**src/design/kal1d_pkg.sv**
```systemverilog
// Shared widths, register indexes and reset values of the velocity-aided
// scalar Kalman filter.
// Depends on nothing; every other design file but kal1d_mul imports it.
package kal1d_pkg;

   localparam int DATA_W    = 32;
   localparam int PERIOD_W  = 10;
   localparam int GAIN_W    = 16;
   localparam int MAG_W     = DATA_W + 1;
   localparam int CSR_IDX_W = 2;

   // Product widths of the three serial multiplies.
   localparam int DPROD_W = MAG_W + PERIOD_W;
   localparam int CPROD_W = MAG_W + GAIN_W;
   localparam int PPROD_W = DATA_W + GAIN_W + 1;

   // Speed times milliseconds is divided by twice the milliseconds per second.
   localparam int VEL_DIVISOR = 2000;
   localparam int VEL_ROUND   = VEL_DIVISOR / 2;
   localparam int VEL_DIV_W   = DPROD_W - DATA_W;
   localparam int Q16_HALF    = 32768;
   localparam int Q16_ONE     = 65536;

   localparam logic [CSR_IDX_W-1:0] CSR_PROCESS_NOISE = 2'd0;
   localparam logic [CSR_IDX_W-1:0] CSR_MEASURE_NOISE = 2'd1;
   localparam logic [CSR_IDX_W-1:0] CSR_PERIOD_MS     = 2'd2;

   localparam logic [DATA_W-1:0]   PROCESS_NOISE_RST = 32'd655;
   localparam logic [DATA_W-1:0]   MEASURE_NOISE_RST = 32'd65536;
   localparam logic [PERIOD_W-1:0] PERIOD_MS_RST     = 10'd1;
   localparam logic [DATA_W-1:0]   COVARIANCE_RST    = 32'd65536;

   typedef logic [DATA_W-1:0] q16_type;
   typedef logic [MAG_W-1:0]  wide_type;

endpackage

```
**src/design/kal1d_mul.sv**
```systemverilog
// Digit-serial unsigned multiplier: product = a * b + addend, taking two
// bits of b per cycle.
// Stand-alone; no package needed.
module kal1d_mul #(
   parameter int A_W = 33,
   parameter int B_W = 16,
   parameter int P_W = 49
) (
   input  logic           clock,
   input  logic           reset,
   input  logic           start,
   input  logic [A_W-1:0] a,
   input  logic [B_W-1:0] b,
   input  logic [P_W-1:0] addend,
   output logic           busy,
   output logic [P_W-1:0] product
);

   localparam int NDIG  = (B_W + 1) / 2;
   localparam int BP_W  = 2 * NDIG;
   localparam int CNT_W = $clog2(NDIG + 1);
   localparam logic [CNT_W-1:0] LAST = CNT_W'(NDIG - 1);

   logic             busy_ff, busy_in;
   logic [CNT_W-1:0] cnt_ff, cnt_in;
   logic [P_W-1:0]   acc_ff, acc_in;
   logic [P_W-1:0]   mcand_ff, mcand_in;
   logic [BP_W-1:0]  mplier_ff, mplier_in;
   logic [P_W-1:0]   pp_lo, pp_hi;

   always_comb begin
      pp_lo     = mplier_ff[0] ? mcand_ff : '0;
      pp_hi     = mplier_ff[1] ? {mcand_ff[P_W-2:0], 1'b0} : '0;
      busy_in   = busy_ff;
      cnt_in    = cnt_ff;
      acc_in    = acc_ff;
      mcand_in  = mcand_ff;
      mplier_in = mplier_ff;
      if (start) begin
         busy_in   = 1'b1;
         cnt_in    = '0;
         acc_in    = addend;
         mcand_in  = P_W'(a);
         mplier_in = BP_W'(b);
      end else if (busy_ff) begin
         // The multiplicand moves up one digit as the multiplier moves down.
         acc_in    = acc_ff + pp_lo + pp_hi;
         mcand_in  = {mcand_ff[P_W-3:0], 2'b00};
         mplier_in = {2'b00, mplier_ff[BP_W-1:2]};
         cnt_in    = cnt_ff + CNT_W'(1);
         if (cnt_ff == LAST) begin
            busy_in = 1'b0;
         end
      end
   end

   always_ff @(posedge clock) begin
      if (reset) begin
         busy_ff <= 1'b0;
      end else begin
         busy_ff <= busy_in;
      end
   end

   always_ff @(posedge clock) begin
      cnt_ff    <= cnt_in;
      acc_ff    <= acc_in;
      mcand_ff  <= mcand_in;
      mplier_ff <= mplier_in;
   end

   assign busy    = busy_ff;
   assign product = acc_ff;

endmodule

```
**src/design/kal1d_vdiv.sv**
```systemverilog
// Radix-4 restoring divider by the fixed velocity divisor; two quotient
// bits per cycle.
// Depends on kal1d_pkg for widths and the divisor.
module kal1d_vdiv
   import kal1d_pkg::*;
(
   input  logic               clock,
   input  logic               reset,
   input  logic               start,
   input  logic [DPROD_W-1:0] dividend,
   output logic               busy,
   output logic [DATA_W-1:0]  quotient
);

   localparam int NSTEP = DATA_W / 2;
   localparam int CNT_W = $clog2(NSTEP + 1);
   localparam logic [CNT_W-1:0]   LAST = CNT_W'(NSTEP - 1);
   localparam logic [VEL_DIV_W:0] DIVISOR_X = (VEL_DIV_W + 1)'(VEL_DIVISOR);

   logic                 busy_ff, busy_in;
   logic [CNT_W-1:0]     cnt_ff, cnt_in;
   logic [VEL_DIV_W-1:0] rem_ff, rem_in;
   logic [DATA_W-1:0]    low_ff, low_in;
   logic [DATA_W-1:0]    quo_ff, quo_in;
   logic [VEL_DIV_W:0]   try_hi, try_lo, sub_hi, sub_lo;
   logic                 ge_hi, ge_lo;
   logic [VEL_DIV_W-1:0] rem_mid;

   always_comb begin
      try_hi  = {rem_ff, low_ff[DATA_W-1]};
      ge_hi   = try_hi >= DIVISOR_X;
      sub_hi  = try_hi - DIVISOR_X;
      rem_mid = ge_hi ? sub_hi[VEL_DIV_W-1:0] : try_hi[VEL_DIV_W-1:0];
      try_lo  = {rem_mid, low_ff[DATA_W-2]};
      ge_lo   = try_lo >= DIVISOR_X;
      sub_lo  = try_lo - DIVISOR_X;

      busy_in = busy_ff;
      cnt_in  = cnt_ff;
      rem_in  = rem_ff;
      low_in  = low_ff;
      quo_in  = quo_ff;
      if (start) begin
         // The upper bits of the dividend are always below the divisor.
         busy_in = 1'b1;
         cnt_in  = '0;
         rem_in  = dividend[DPROD_W-1:DATA_W];
         low_in  = dividend[DATA_W-1:0];
      end else if (busy_ff) begin
         rem_in = ge_lo ? sub_lo[VEL_DIV_W-1:0] : try_lo[VEL_DIV_W-1:0];
         low_in = {low_ff[DATA_W-3:0], 2'b00};
         quo_in = {quo_ff[DATA_W-3:0], ge_hi, ge_lo};
         cnt_in = cnt_ff + CNT_W'(1);
         if (cnt_ff == LAST) begin
            busy_in = 1'b0;
         end
      end
   end

   always_ff @(posedge clock) begin
      if (reset) begin
         busy_ff <= 1'b0;
      end else begin
         busy_ff <= busy_in;
      end
   end

   always_ff @(posedge clock) begin
      cnt_ff <= cnt_in;
      rem_ff <= rem_in;
      low_ff <= low_in;
      quo_ff <= quo_in;
   end

   assign busy     = busy_ff;
   assign quotient = quo_ff;

endmodule

```
**src/design/kal1d_gdiv.sv**
```systemverilog
// Bit-serial gain divider: gain = floor(p * 2^16 / (p + r)), clamped to
// the Q0.16 range, one quotient bit per cycle.
// Depends on kal1d_pkg for widths.
module kal1d_gdiv
   import kal1d_pkg::*;
(
   input  logic              clock,
   input  logic              reset,
   input  logic              start,
   input  logic [DATA_W-1:0] p,
   input  logic [DATA_W-1:0] r,
   output logic              busy,
   output logic [GAIN_W-1:0] gain
);

   localparam int CNT_W = $clog2(GAIN_W + 1);
   localparam logic [CNT_W-1:0] LAST = CNT_W'(GAIN_W - 1);

   logic              busy_ff, busy_in;
   logic [CNT_W-1:0]  cnt_ff, cnt_in;
   logic [MAG_W-1:0]  den_ff, den_in;
   logic [MAG_W-1:0]  rem_ff, rem_in;
   logic [GAIN_W-1:0] quo_ff, quo_in;
   logic              rzero_ff, rzero_in, pzero_ff, pzero_in;
   logic [MAG_W:0]    try_rem, sub_rem;
   logic              ge;

   always_comb begin
      try_rem  = {rem_ff, 1'b0};
      ge       = try_rem >= {1'b0, den_ff};
      sub_rem  = try_rem - {1'b0, den_ff};
      busy_in  = busy_ff;
      cnt_in   = cnt_ff;
      den_in   = den_ff;
      rem_in   = rem_ff;
      quo_in   = quo_ff;
      rzero_in = rzero_ff;
      pzero_in = pzero_ff;
      if (start) begin
         busy_in  = 1'b1;
         cnt_in   = '0;
         den_in   = {1'b0, p} + {1'b0, r};
         rem_in   = {1'b0, p};
         rzero_in = (r == '0);
         pzero_in = (p == '0);
      end else if (busy_ff) begin
         rem_in = ge ? sub_rem[MAG_W-1:0] : try_rem[MAG_W-1:0];
         quo_in = {quo_ff[GAIN_W-2:0], ge};
         cnt_in = cnt_ff + CNT_W'(1);
         if (cnt_ff == LAST) begin
            busy_in = 1'b0;
         end
      end
   end

   always_ff @(posedge clock) begin
      if (reset) begin
         busy_ff <= 1'b0;
      end else begin
         busy_ff <= busy_in;
      end
   end

   always_ff @(posedge clock) begin
      cnt_ff   <= cnt_in;
      den_ff   <= den_in;
      rem_ff   <= rem_in;
      quo_ff   <= quo_in;
      rzero_ff <= rzero_in;
      pzero_ff <= pzero_in;
   end

   // With zero measurement noise the quotient reaches one and is clamped,
   // unless the divisor itself is zero, which gives no gain at all.
   always_comb begin
      if (rzero_ff) begin
         gain = pzero_ff ? '0 : '1;
      end else begin
         gain = quo_ff;
      end
   end

   assign busy = busy_ff;

endmodule

```
**src/design/kalman_1d_velocity_aided.sv**
```systemverilog
// Top level of the velocity-aided scalar Kalman filter: handshakes, state,
// sequencer and the digit-serial arithmetic units.
// Depends on kal1d_pkg, kal1d_mul, kal1d_vdiv and kal1d_gdiv.
//
//   channel  direction  transfer          payload
//   req_     in         tvalid & tready   tdata: measurement, velocity
//   rsp_     out        tvalid & tready   tdata: estimate
//   csr_     in         valid & ready     index, data (register write)
//
// An estimate is offered after the delta multiply, the velocity division, the
// covariance multiply and the sequencer steps, and the next item may follow
// once it is offered; the gain divider runs beside the delta path. Reset is
// synchronous and active high; it loads the register defaults, a zero estimate
// and speed, and a covariance of one.
// A new item is taken while the last estimate waits; a stalled result
// channel holds only the final update step.
module kalman_1d_velocity_aided
   import kal1d_pkg::*;
(
   input  logic                 clock,
   input  logic                 reset,
   input  logic                 req_tvalid,
   output logic                 req_tready,
   input  logic [63:0]          req_tdata,   // [31:0] measurement, [63:32] velocity
   output logic                 rsp_tvalid,
   input  logic                 rsp_tready,
   output logic [DATA_W-1:0]    rsp_tdata,   // [31:0] estimate
   input  logic                 csr_valid,
   output logic                 csr_ready,
   input  logic [CSR_IDX_W-1:0] csr_index,
   input  logic [DATA_W-1:0]    csr_data
);

   localparam int ST_W = 4;
   localparam logic [ST_W-1:0] ST_IDLE  = 4'd0;
   localparam logic [ST_W-1:0] ST_PREP  = 4'd1;
   localparam logic [ST_W-1:0] ST_DMUL  = 4'd2;
   localparam logic [ST_W-1:0] ST_CDIV  = 4'd3;
   localparam logic [ST_W-1:0] ST_PRED  = 4'd4;
   localparam logic [ST_W-1:0] ST_DIFF  = 4'd5;
   localparam logic [ST_W-1:0] ST_KWAIT = 4'd6;
   localparam logic [ST_W-1:0] ST_CMUL  = 4'd7;
   localparam logic [ST_W-1:0] ST_EST   = 4'd8;

   // Clamp a value with two guard bits to the signed 32-bit range.
   function automatic q16_type sat_q16(input logic [DATA_W+1:0] v);
      logic [2:0] top;
      top = v[DATA_W+1:DATA_W-1];
      if (top == 3'b000 || top == 3'b111) begin
         sat_q16 = v[DATA_W-1:0];
      end else if (v[DATA_W+1]) begin
         sat_q16 = {1'b1, {(DATA_W-1){1'b0}}};
      end else begin
         sat_q16 = {1'b0, {(DATA_W-1){1'b1}}};
      end
   endfunction

   // Two's complement negate when neg is set; also serves as magnitude.
   function automatic wide_type cond_neg(input wide_type x, input logic neg);
      cond_neg = (x ^ {MAG_W{neg}}) + MAG_W'(neg);
   endfunction

   // Configuration registers.
   q16_type             q_noise_ff, r_noise_ff;
   logic [PERIOD_W-1:0] period_ff;

   // Filter state; est_ff doubles as the output register.
   q16_type  est_ff, est_in;
   q16_type  cov_ff, cov_in;
   q16_type  prev_vel_ff, prev_vel_in;

   logic [ST_W-1:0] state_ff, state_in;
   logic            rsp_valid_ff, rsp_valid_in;

   // Per-item working registers.
   q16_type  meas_ff, meas_in, vel_ff, vel_in;
   q16_type  p_ff, p_in;
   q16_type  pred_ff, pred_in;
   wide_type sum_ff, sum_in;
   wide_type delta_ff, delta_in;
   wide_type diff_ff, diff_in;
   wide_type corr_ff, corr_in;
   logic     sign_ff, sign_in;

   logic               req_xfer, rsp_free;
   logic [MAG_W:0]     p_sum;
   logic               dmul_start, dmul_busy;
   logic [DPROD_W-1:0] dmul_prod;
   logic               vdiv_start, vdiv_busy;
   q16_type            vdiv_quo;
   logic               gdiv_busy;
   logic [GAIN_W-1:0]  gain;
   logic               cmul_start, cmul_busy, pmul_busy;
   logic [CPROD_W-1:0] cmul_prod;
   logic [PPROD_W-1:0] pmul_prod;
   logic [GAIN_W:0]    one_minus_gain;

   assign req_tready = (state_ff == ST_IDLE);
   assign req_xfer   = req_tvalid && req_tready;
   assign rsp_free   = !rsp_valid_ff || rsp_tready;
   assign csr_ready  = 1'b1;
   assign rsp_tvalid = rsp_valid_ff;
   assign rsp_tdata  = est_ff;

   // Configuration writes; an index past the last register is dropped.
   always_ff @(posedge clock) begin
      if (reset) begin
         q_noise_ff <= PROCESS_NOISE_RST;
         r_noise_ff <= MEASURE_NOISE_RST;
         period_ff  <= PERIOD_MS_RST;
      end else if (csr_valid) begin
         unique case (csr_index)
            CSR_PROCESS_NOISE: q_noise_ff <= csr_data;
            CSR_MEASURE_NOISE: r_noise_ff <= csr_data;
            CSR_PERIOD_MS:     period_ff  <= csr_data[PERIOD_W-1:0];
            default: ;
         endcase
      end
   end

   assign p_sum          = {1'b0, cov_ff} + {1'b0, q_noise_ff};
   assign dmul_start     = (state_ff == ST_PREP);
   assign vdiv_start     = (state_ff == ST_DMUL) && !dmul_busy;
   assign cmul_start     = (state_ff == ST_KWAIT) && !gdiv_busy;
   assign one_minus_gain = (GAIN_W + 1)'(Q16_ONE) - {1'b0, gain};

   // Sequencer. The delta path is multiply, divide, then the predicted
   // position; the gain divider starts with it and is awaited before the
   // correction and covariance multiplies, which run side by side.
   always_comb begin
      state_in     = state_ff;
      rsp_valid_in = rsp_valid_ff && !rsp_tready;
      est_in       = est_ff;
      cov_in       = cov_ff;
      prev_vel_in  = prev_vel_ff;
      meas_in      = meas_ff;
      vel_in       = vel_ff;
      p_in         = p_ff;
      pred_in      = pred_ff;
      sum_in       = sum_ff;
      delta_in     = delta_ff;
      diff_in      = diff_ff;
      corr_in      = corr_ff;
      sign_in      = sign_ff;
      unique case (state_ff)
         ST_IDLE: begin
            if (req_xfer) begin
               meas_in  = req_tdata[DATA_W-1:0];
               vel_in   = req_tdata[2*DATA_W-1:DATA_W];
               sum_in   = {prev_vel_ff[DATA_W-1], prev_vel_ff}
                        + {req_tdata[2*DATA_W-1], req_tdata[2*DATA_W-1:DATA_W]};
               p_in     = p_sum[DATA_W] ? '1 : p_sum[DATA_W-1:0];
               state_in = ST_PREP;
            end
         end
         ST_PREP: begin
            sign_in  = sum_ff[MAG_W-1];
            state_in = ST_DMUL;
         end
         ST_DMUL: begin
            if (!dmul_busy) begin
               state_in = ST_CDIV;
            end
         end
         ST_CDIV: begin
            if (!vdiv_busy) begin
               delta_in = cond_neg({1'b0, vdiv_quo}, sign_ff);
               state_in = ST_PRED;
            end
         end
         ST_PRED: begin
            pred_in  = sat_q16({{2{est_ff[DATA_W-1]}}, est_ff}
                             + {delta_ff[MAG_W-1], delta_ff});
            state_in = ST_DIFF;
         end
         ST_DIFF: begin
            diff_in  = {meas_ff[DATA_W-1], meas_ff} - {pred_ff[DATA_W-1], pred_ff};
            state_in = ST_KWAIT;
         end
         ST_KWAIT: begin
            if (!gdiv_busy) begin
               sign_in  = diff_ff[MAG_W-1];
               state_in = ST_CMUL;
            end
         end
         ST_CMUL: begin
            if (!cmul_busy && !pmul_busy) begin
               corr_in  = cond_neg(cmul_prod[CPROD_W-1:GAIN_W], sign_ff);
               cov_in   = pmul_prod[DATA_W+GAIN_W-1:GAIN_W];
               state_in = ST_EST;
            end
         end
         ST_EST: begin
            // The estimate register is also the result register, so it
            // only moves once the previous result has been taken.
            if (rsp_free) begin
               est_in       = sat_q16({{2{pred_ff[DATA_W-1]}}, pred_ff}
                                    + {corr_ff[MAG_W-1], corr_ff});
               prev_vel_in  = vel_ff;
               rsp_valid_in = 1'b1;
               state_in     = ST_IDLE;
            end
         end
         default: begin
            state_in = ST_IDLE;
         end
      endcase
   end

   always_ff @(posedge clock) begin
      if (reset) begin
         state_ff     <= ST_IDLE;
         rsp_valid_ff <= 1'b0;
         est_ff       <= '0;
         cov_ff       <= COVARIANCE_RST;
         prev_vel_ff  <= '0;
      end else begin
         state_ff     <= state_in;
         rsp_valid_ff <= rsp_valid_in;
         est_ff       <= est_in;
         cov_ff       <= cov_in;
         prev_vel_ff  <= prev_vel_in;
      end
   end

   always_ff @(posedge clock) begin
      meas_ff  <= meas_in;
      vel_ff   <= vel_in;
      p_ff     <= p_in;
      pred_ff  <= pred_in;
      sum_ff   <= sum_in;
      delta_ff <= delta_in;
      diff_ff  <= diff_in;
      corr_ff  <= corr_in;
      sign_ff  <= sign_in;
   end

   // Speed sum times period, plus half the divisor for rounding.
   kal1d_mul #(
      .A_W (MAG_W),
      .B_W (PERIOD_W),
      .P_W (DPROD_W)
   ) u_dmul (
      .clock   (clock),
      .reset   (reset),
      .start   (dmul_start),
      .a       (cond_neg(sum_ff, sum_ff[MAG_W-1])),
      .b       (period_ff),
      .addend  (DPROD_W'(VEL_ROUND)),
      .busy    (dmul_busy),
      .product (dmul_prod)
   );

   kal1d_vdiv u_vdiv (
      .clock    (clock),
      .reset    (reset),
      .start    (vdiv_start),
      .dividend (dmul_prod),
      .busy     (vdiv_busy),
      .quotient (vdiv_quo)
   );

   kal1d_gdiv u_gdiv (
      .clock (clock),
      .reset (reset),
      .start (dmul_start),
      .p     (p_ff),
      .r     (r_noise_ff),
      .busy  (gdiv_busy),
      .gain  (gain)
   );

   // Innovation magnitude times gain, rounded at the Q16 point.
   kal1d_mul #(
      .A_W (MAG_W),
      .B_W (GAIN_W),
      .P_W (CPROD_W)
   ) u_cmul (
      .clock   (clock),
      .reset   (reset),
      .start   (cmul_start),
      .a       (cond_neg(diff_ff, diff_ff[MAG_W-1])),
      .b       (gain),
      .addend  (CPROD_W'(Q16_HALF)),
      .busy    (cmul_busy),
      .product (cmul_prod)
   );

   // Covariance scaled by one minus the gain, rounded at the Q16 point.
   kal1d_mul #(
      .A_W (DATA_W),
      .B_W (GAIN_W + 1),
      .P_W (PPROD_W)
   ) u_pmul (
      .clock   (clock),
      .reset   (reset),
      .start   (cmul_start),
      .a       (p_ff),
      .b       (one_minus_gain),
      .addend  (PPROD_W'(Q16_HALF)),
      .busy    (pmul_busy),
      .product (pmul_prod)
   );

`ifndef ASSERT_OFF
   a_accept_starts: assert property (@(posedge clock) disable iff (reset)
      req_xfer |=> (state_ff == ST_PREP))
      else $error("accepted item did not start the sequencer");

   a_gain_ready: assert property (@(posedge clock) disable iff (reset)
      (state_ff == ST_CMUL) |-> !gdiv_busy)
      else $error("gain used while its divider is still running");

   a_est_holds: assert property (@(posedge clock) disable iff (reset)
      (state_ff == ST_EST && rsp_valid_ff && !rsp_tready) |=>
         (state_ff == ST_EST) && $stable(est_ff))
      else $error("estimate updated while the previous result was pending");
`endif

endmodule
```
**config.mk**
```make
export PLATFORM = sky130hd
export DESIGN_NAME = kalman_1d_velocity_aided
export DESIGN_NICKNAME = d
export VERILOG_FILES = /design/src/design/kal1d_pkg.sv /design/src/design/kal1d_mul.sv /design/src/design/kal1d_vdiv.sv /design/src/design/kal1d_gdiv.sv /design/src/design/kalman_1d_velocity_aided.sv
export SDC_FILE = /design/constraint.sdc
export NUM_CORES = 2
export LEC_CHECK = 0
export BUFFER_PORTS_ARGS = -buffer_cell sky130_fd_sc_hd__buf_2
export CORE_ASPECT_RATIO = 0.9
export CORE_MARGIN = 2
export CORE_UTILIZATION = 45
export DETAILED_ROUTE_END_ITERATION = 7
export MAX_ROUTING_LAYER = met4
export SLEW_MARGIN = 20
export SYNTH_ARGS = -nofsm -noshare
export SYNTH_HDL_FRONTEND = slang
export SYNTH_HIERARCHICAL = 1
export SYNTH_SLANG_ARGS = --single-unit
export TNS_END_PERCENT = 50
```
**constraint.sdc**
```tcl
create_clock -name clock -period 7.15 [get_ports clock]
set_input_delay 0.715 -clock clock [delete_from_list [all_inputs] [get_ports clock]]
set_output_delay 0.715 -clock clock [all_outputs]
set_load 0.1 [all_outputs]
```
Word level (Yosys, flattened, before mapping) --
Index checks and enable logic that the tools add are counted.
Cells by class: add/sub/neg operators 25, magnitude comparators 3, equal/unequal tests 23, mux-type cells 59, bitwise logic cells 7, reduce and logical (&&, ||, !) cells 37
Operator list (count):
- two-way mux 32 bit | 10
- adder 49 bit | 4
- two-way mux 49 bit | 4
- two-way mux 33 bit | 5
- adder 33 x 1 -> 33 bit | 4
- adder 32 x 32 -> 33 bit | 3
- bitwise XOR 33 bit | 3
- adder 43 bit | 2
- two-way mux 43 bit | 2
- adder 32 x 33 -> 34 bit | 2
- zero test 32 bit | 2
- two-way mux 16 bit | 4
- two-way mux 11 bit | 4
- one-hot mux 4 bit (9 select lines) | 1
- greater-or-equal comparator 34 x 33 -> 1 bit | 1
- two-way mux 17 bit | 2
- subtractor 32 x 32 -> 33 bit | 1
- subtractor 33 bit | 1
- bitwise XOR 32 x 33 -> 33 bit | 1
- greater-or-equal comparator 12 x 11 -> 1 bit, second input constant | 2
- two-way mux 4 bit | 6
- subtractor 11 bit, second input constant | 2
- == test 4 x 3 -> 1 bit, second input constant | 5
- two-way mux 10 bit | 2
- other kinds (25) | 81
Storage, ports and cells: register bits 946, input bits 103, output and inout bits 35

Logic depth before layout (Yosys ltp) --
word-level depth 6, gate-level depth with buffers 16, gate-level depth less buffers 14

Hierarchy --
Netlist, hierarchy kept.
Modules (own cells, without submodules):
- kalman_1d_velocity_aided | times used 1, cells each 3032, area each 27722.8 µm², seq. area each 11340.9 µm²
- kal1d_mul at u_pmul | times used 1, cells each 940, area each 9469.1 µm², seq. area each 3383.2 µm²
- kal1d_mul at u_cmul | times used 1, cells each 922, area each 9395.3 µm², seq. area each 3363.2 µm²
- kal1d_mul at u_dmul | times used 1, cells each 733, area each 7678.6 µm², seq. area each 2862.7 µm²
- kal1d_gdiv | times used 1, cells each 782, area each 7168.1 µm², seq. area each 2632.5 µm²
- kal1d_vdiv | times used 1, cells each 248, area each 3632.2 µm², seq. area each 2372.3 µm²

Worst setup path after synthesis --
No wires, ideal clock.
path kind reg2reg, start point register state_ff[0], end point register meas_ff[0], enable pin, data arrival time 6.741 ns, required time 6.649 ns, setup slack -0.092 ns, cell stages (with the launch flop) 4, path buffers 1, cells stage by stage dfxtp_1 -> clkbuf_1 -> nor4_1 -> and2_1
On the way: word-level cells in the longest chain between the ends 3
Ends and longest elaborated chain:
- start: declaration | line kalman_1d_velocity_aided.sv:72 | logic [ST_W-1:0] state_ff, state_in;
- start signal: assignment | line kalman_1d_velocity_aided.sv:218 | state_ff <= state_in;
- zero test 4 bit (*) | line kalman_1d_velocity_aided.sv:98 | assign req_tready = (state_ff == ST_IDLE);
- named net req_tready | line kalman_1d_velocity_aided.sv:23 | output logic req_tready,
- logical AND 1 bit | line kalman_1d_velocity_aided.sv:99 | assign req_xfer = req_tvalid && req_tready;
- AND reduction 2 bit (no source line) (*)
- end signal: assignment | line kalman_1d_velocity_aided.sv:227 | meas_ff <= meas_in;
- end: declaration | line kalman_1d_velocity_aided.sv:76 | q16_type meas_ff, meas_in, vel_ff, vel_in;
Mark *: on every way through the listed nets, which the timed path passes. The rest lies on a longest branch. A chain may end at the register's enable or synchronous reset.

Worst setup path after layout --
start point register u_cmul.mplier_ff[0], end point register u_cmul.acc_ff[35], in the netlist u_cmul/product[35], data pin
On the way: word-level cells in the longest chain between the ends 3
Ends and longest elaborated chain:
- start: declaration | line kal1d_mul.sv:28 | logic [BP_W-1:0] mplier_ff, mplier_in;
- start signal: assignment | line kal1d_mul.sv:69 | mplier_ff <= mplier_in;
- two-way mux 49 bit | line kal1d_mul.sv:32 | pp_lo = mplier_ff[0] ? mcand_ff : '0;
- adder 49 bit (2 in series) | line kal1d_mul.sv:47 | acc_in = acc_ff + pp_lo + pp_hi;
- end signal: assignment | line kal1d_mul.sv:67 | acc_ff <= acc_in;
- end: declaration | line kal1d_mul.sv:26 | logic [P_W-1:0] acc_ff, acc_in;
Every way passes these cells.

==> metrics <==
total number of H-tree levels=3; final layout net count=between 7000 and 8000; TritonRoute pass-1 iters=5; Post-Place Cells=between 8000 and 9000; shortest period the worst path allows=around 4400 ps; post-detailed-route via-to-cell ratio=around 5.6; first-pass GRT wire length=262000 µm; Post-Synthesis Cell Area=roughly 0.065 mm²; max-slew violation total from the final report=0; utilization after layout=roughly 50%; R2R Setup Slk=between 2000 and 3000 ps; sw frac=a little over a third; top library cells by usage in the layout, fill and taps aside=sky130_fd_sc_hd__nand2_1 (753), sky130_fd_sc_hd__edfxtp_1 (700), sky130_fd_sc_hd__a21oi_1 (549), sky130_fd_sc_hd__nor2_1 (434), sky130_fd_sc_hd__ha_1 (385); Power per Cell Area=300 mW/mm²; Crit Path Max Fanout=30; placer's final routability congestion estimate=around 0.91; CTS Hold Bufs=0; reg-to-reg startpoint=u_cmul/mplier_ff[0]$_DFFE_PP_; remaining global-route overflow=0; Layout Cells excl Fill=between 8000 and 9000; outcome=completed; Crit path arrival time=~4900 ps; TritonCTS clock tree=built; DR WL/cell=between 15 and 20 µm; switching power total=roughly 7.7 mW; static leakage=approximately 28 nW; share of total power in the clock network=a little over a quarter; Die H=364 µm; slowest stage cell on the critical path=sky130_fd_sc_hd__edfxtp_1; fraction of layout instances using a drive strength above 1=approximately 11%; most common library cell in the layout ignoring fill and taps=sky130_fd_sc_hd__nand2_1; worst slack at placement=between 2000 and 2500 ps; antenna viol nets, final=0; final routed DRC violation total=0; clock root buffer master=sky130_fd_sc_hd__clkbuf_16; hold wc startpoint=req_tdata[2]; standard-cell rows=132; Worst Hold Class=in -> reg; Internal Dissipation=around 14 mW; launch point of the critical path=u_cmul/mplier_ff[0]$_DFFE_PP_; Crit path largest cell delay=710 ps; Warnings, synthesis=6; buffers from clock root to sink, at most=3; Maximum Capacitance Violations=0; via count of the first global-routing pass=46800; setup repair after global routing missed its margin=no; Slew Limit Headroom=between 20 and 30%; least setup slack across all paths after layout=between 2000 and 3000 ps; cell count after synthesis=6631; Worst IR Drop VDD=about 0.20 mV; number of endpoints failing setup at the final stage=0; Starting Density=between 40 and 50%; maximum clock frequency=around 0.23 GHz; sum of buffers and inverters on the critical path=3; PortBufs=about 140; total die area=about 0.15 mm²; area of the core=~0.14 mm²; area grow syn2layout=10.1%; slew at the pin with the worst max-slew slack=around 1000 ps; crit end category=flop; largest net degree at the start of global routing=123; wire length reported by the detailed router=roughly 160000 µm; cell chain of the critical path=buf_4 -> nand2_1 -> fa_1 -> inv_1 -> ha_1 -> inv_1 -> fa_1 -> nor2b_1 -> o211a_1 -> o21ai_4 -> o211ai_2 -> a21oi_2 -> o21bai_2 -> nor4bb_1 -> nor3_1; clock input transition at the sequential cells of the worst setup and hold paths=60 ps; cts bufs inserted=approximately 110; required time at the worst-slack endpoint=7630 ps; Vias=a little under 50000; GR Util All Layers=between 20% and 30%; Die Width=404 µm; detailed-placement wirelength estimate=around 120000 µm; type of origin of the critical path=flop; Final Skew=between 20 and 25 ps; Total Negative Setup Slacks=0 ps; share of total power in combinational logic=between 30% and 40%; number of hold violations in the final report=0; number of sinks driven by the clock tree=944; Resized Gates After CTS=0; clock latency of the later-clocked register in the worst-skew pair=about 760 ps; initial antenna violation count=9; category of cells accounting for the largest share of critical-path delay=adder cells; I/O pin count=about 140; power share of the sequential group=about 36%; total setup buffers inserted after CTS=0; Avg Inst Size Synth=9.78 µm²; Critical Setup Path Class=reg -> reg; number of violations reported at the end of detailed-routing iteration 0=3738; share of the clock period used by the worst path=between 60% and 70%
[power by group through the flow]
stage / registers [mW] / clock network [mW] / logic, mW
after global placement: 7.93 / 0 / 7.62
after CTS: 7.83 / 6.03 / 7.77
after detailed placement: 7.94 / 0 / 7.72
final: 7.81 / 5.86 / 7.80
after global routing: 7.91 / 6.22 / 8.77
after floorplan: 7.59 / 0 / 6.19
[final timing paths]
check,end,cells after the start
max,u_cmul/product[35]$_DFFE_PP_,15
min,meas_ff[2]$_DFFE_PP_,1
max reg2reg,u_cmul/product[35]$_DFFE_PP_,15
min reg2reg,u_gdiv/quo_ff[3]$_DFFE_PP_,0
[cell type report]
| cell class | instances | area, µm² |
|---|---|---|
| well taps | 1876 | 2350 |
| multi-input cells | 5275 | 37400 |
| inverters | 251 | 942 |
| flip-flops and latches | 944 | 25900 |
| fillers | 13200 | 72100 |
| clock inverters | 78 | 815 |
| clock buffers | 128 | 2940 |
| diodes | 10 | 25.0 |
| repair buffers | 180 | 1070 |
[stage by stage]
step	hold WS (ps)	cell area [µm²]	total power [mW]
finish	143	71400	21.5
global route	97.5	71400	22.9
CTS	73.3	71400	21.6
detailed placement	434	67600	15.7
global placement	429	67600	15.5
floorplan	424	65400	13.8
[worst reg2reg max path, cell delays in order (launching register included)]
cell and delay (ps):
sky130_fd_sc_hd__edfxtp_1 710, sky130_fd_sc_hd__buf_4 420, sky130_fd_sc_hd__nand2_1 150, sky130_fd_sc_hd__fa_1 480, sky130_fd_sc_hd__inv_1 70, sky130_fd_sc_hd__ha_1 200, sky130_fd_sc_hd__inv_1 70, sky130_fd_sc_hd__fa_1 400
sky130_fd_sc_hd__nor2b_1 180, sky130_fd_sc_hd__o211a_1 200, sky130_fd_sc_hd__o21ai_4 110, sky130_fd_sc_hd__o211ai_2 250, sky130_fd_sc_hd__a21oi_2 160, sky130_fd_sc_hd__o21bai_2 260, sky130_fd_sc_hd__nor4bb_1 350, sky130_fd_sc_hd__nor3_1 110
[registers in the layout (all words and copies together), names as in the netlist, 33 cells and up]
register	count
u_cmul/mcand_ff	49
u_cmul/product	49
u_pmul/mcand_ff	48
u_pmul/product	48
u_dmul/mcand_ff	43
u_dmul/product	43
corr_ff	33
delta_ff	33
diff_ff	33
sum_ff	33
u_gdiv/den_ff	33
u_gdiv/rem_ff	33
[metal layers]
layer | GRT usage (%) | wire (µm)
met3 | 2.71 | 7290
met1 | 31.2 | 77800
met2 | 35.8 | 74800
met4 | 6.74 | 4970
met5 | - | 0
Power figures use the tool's default switching activity.
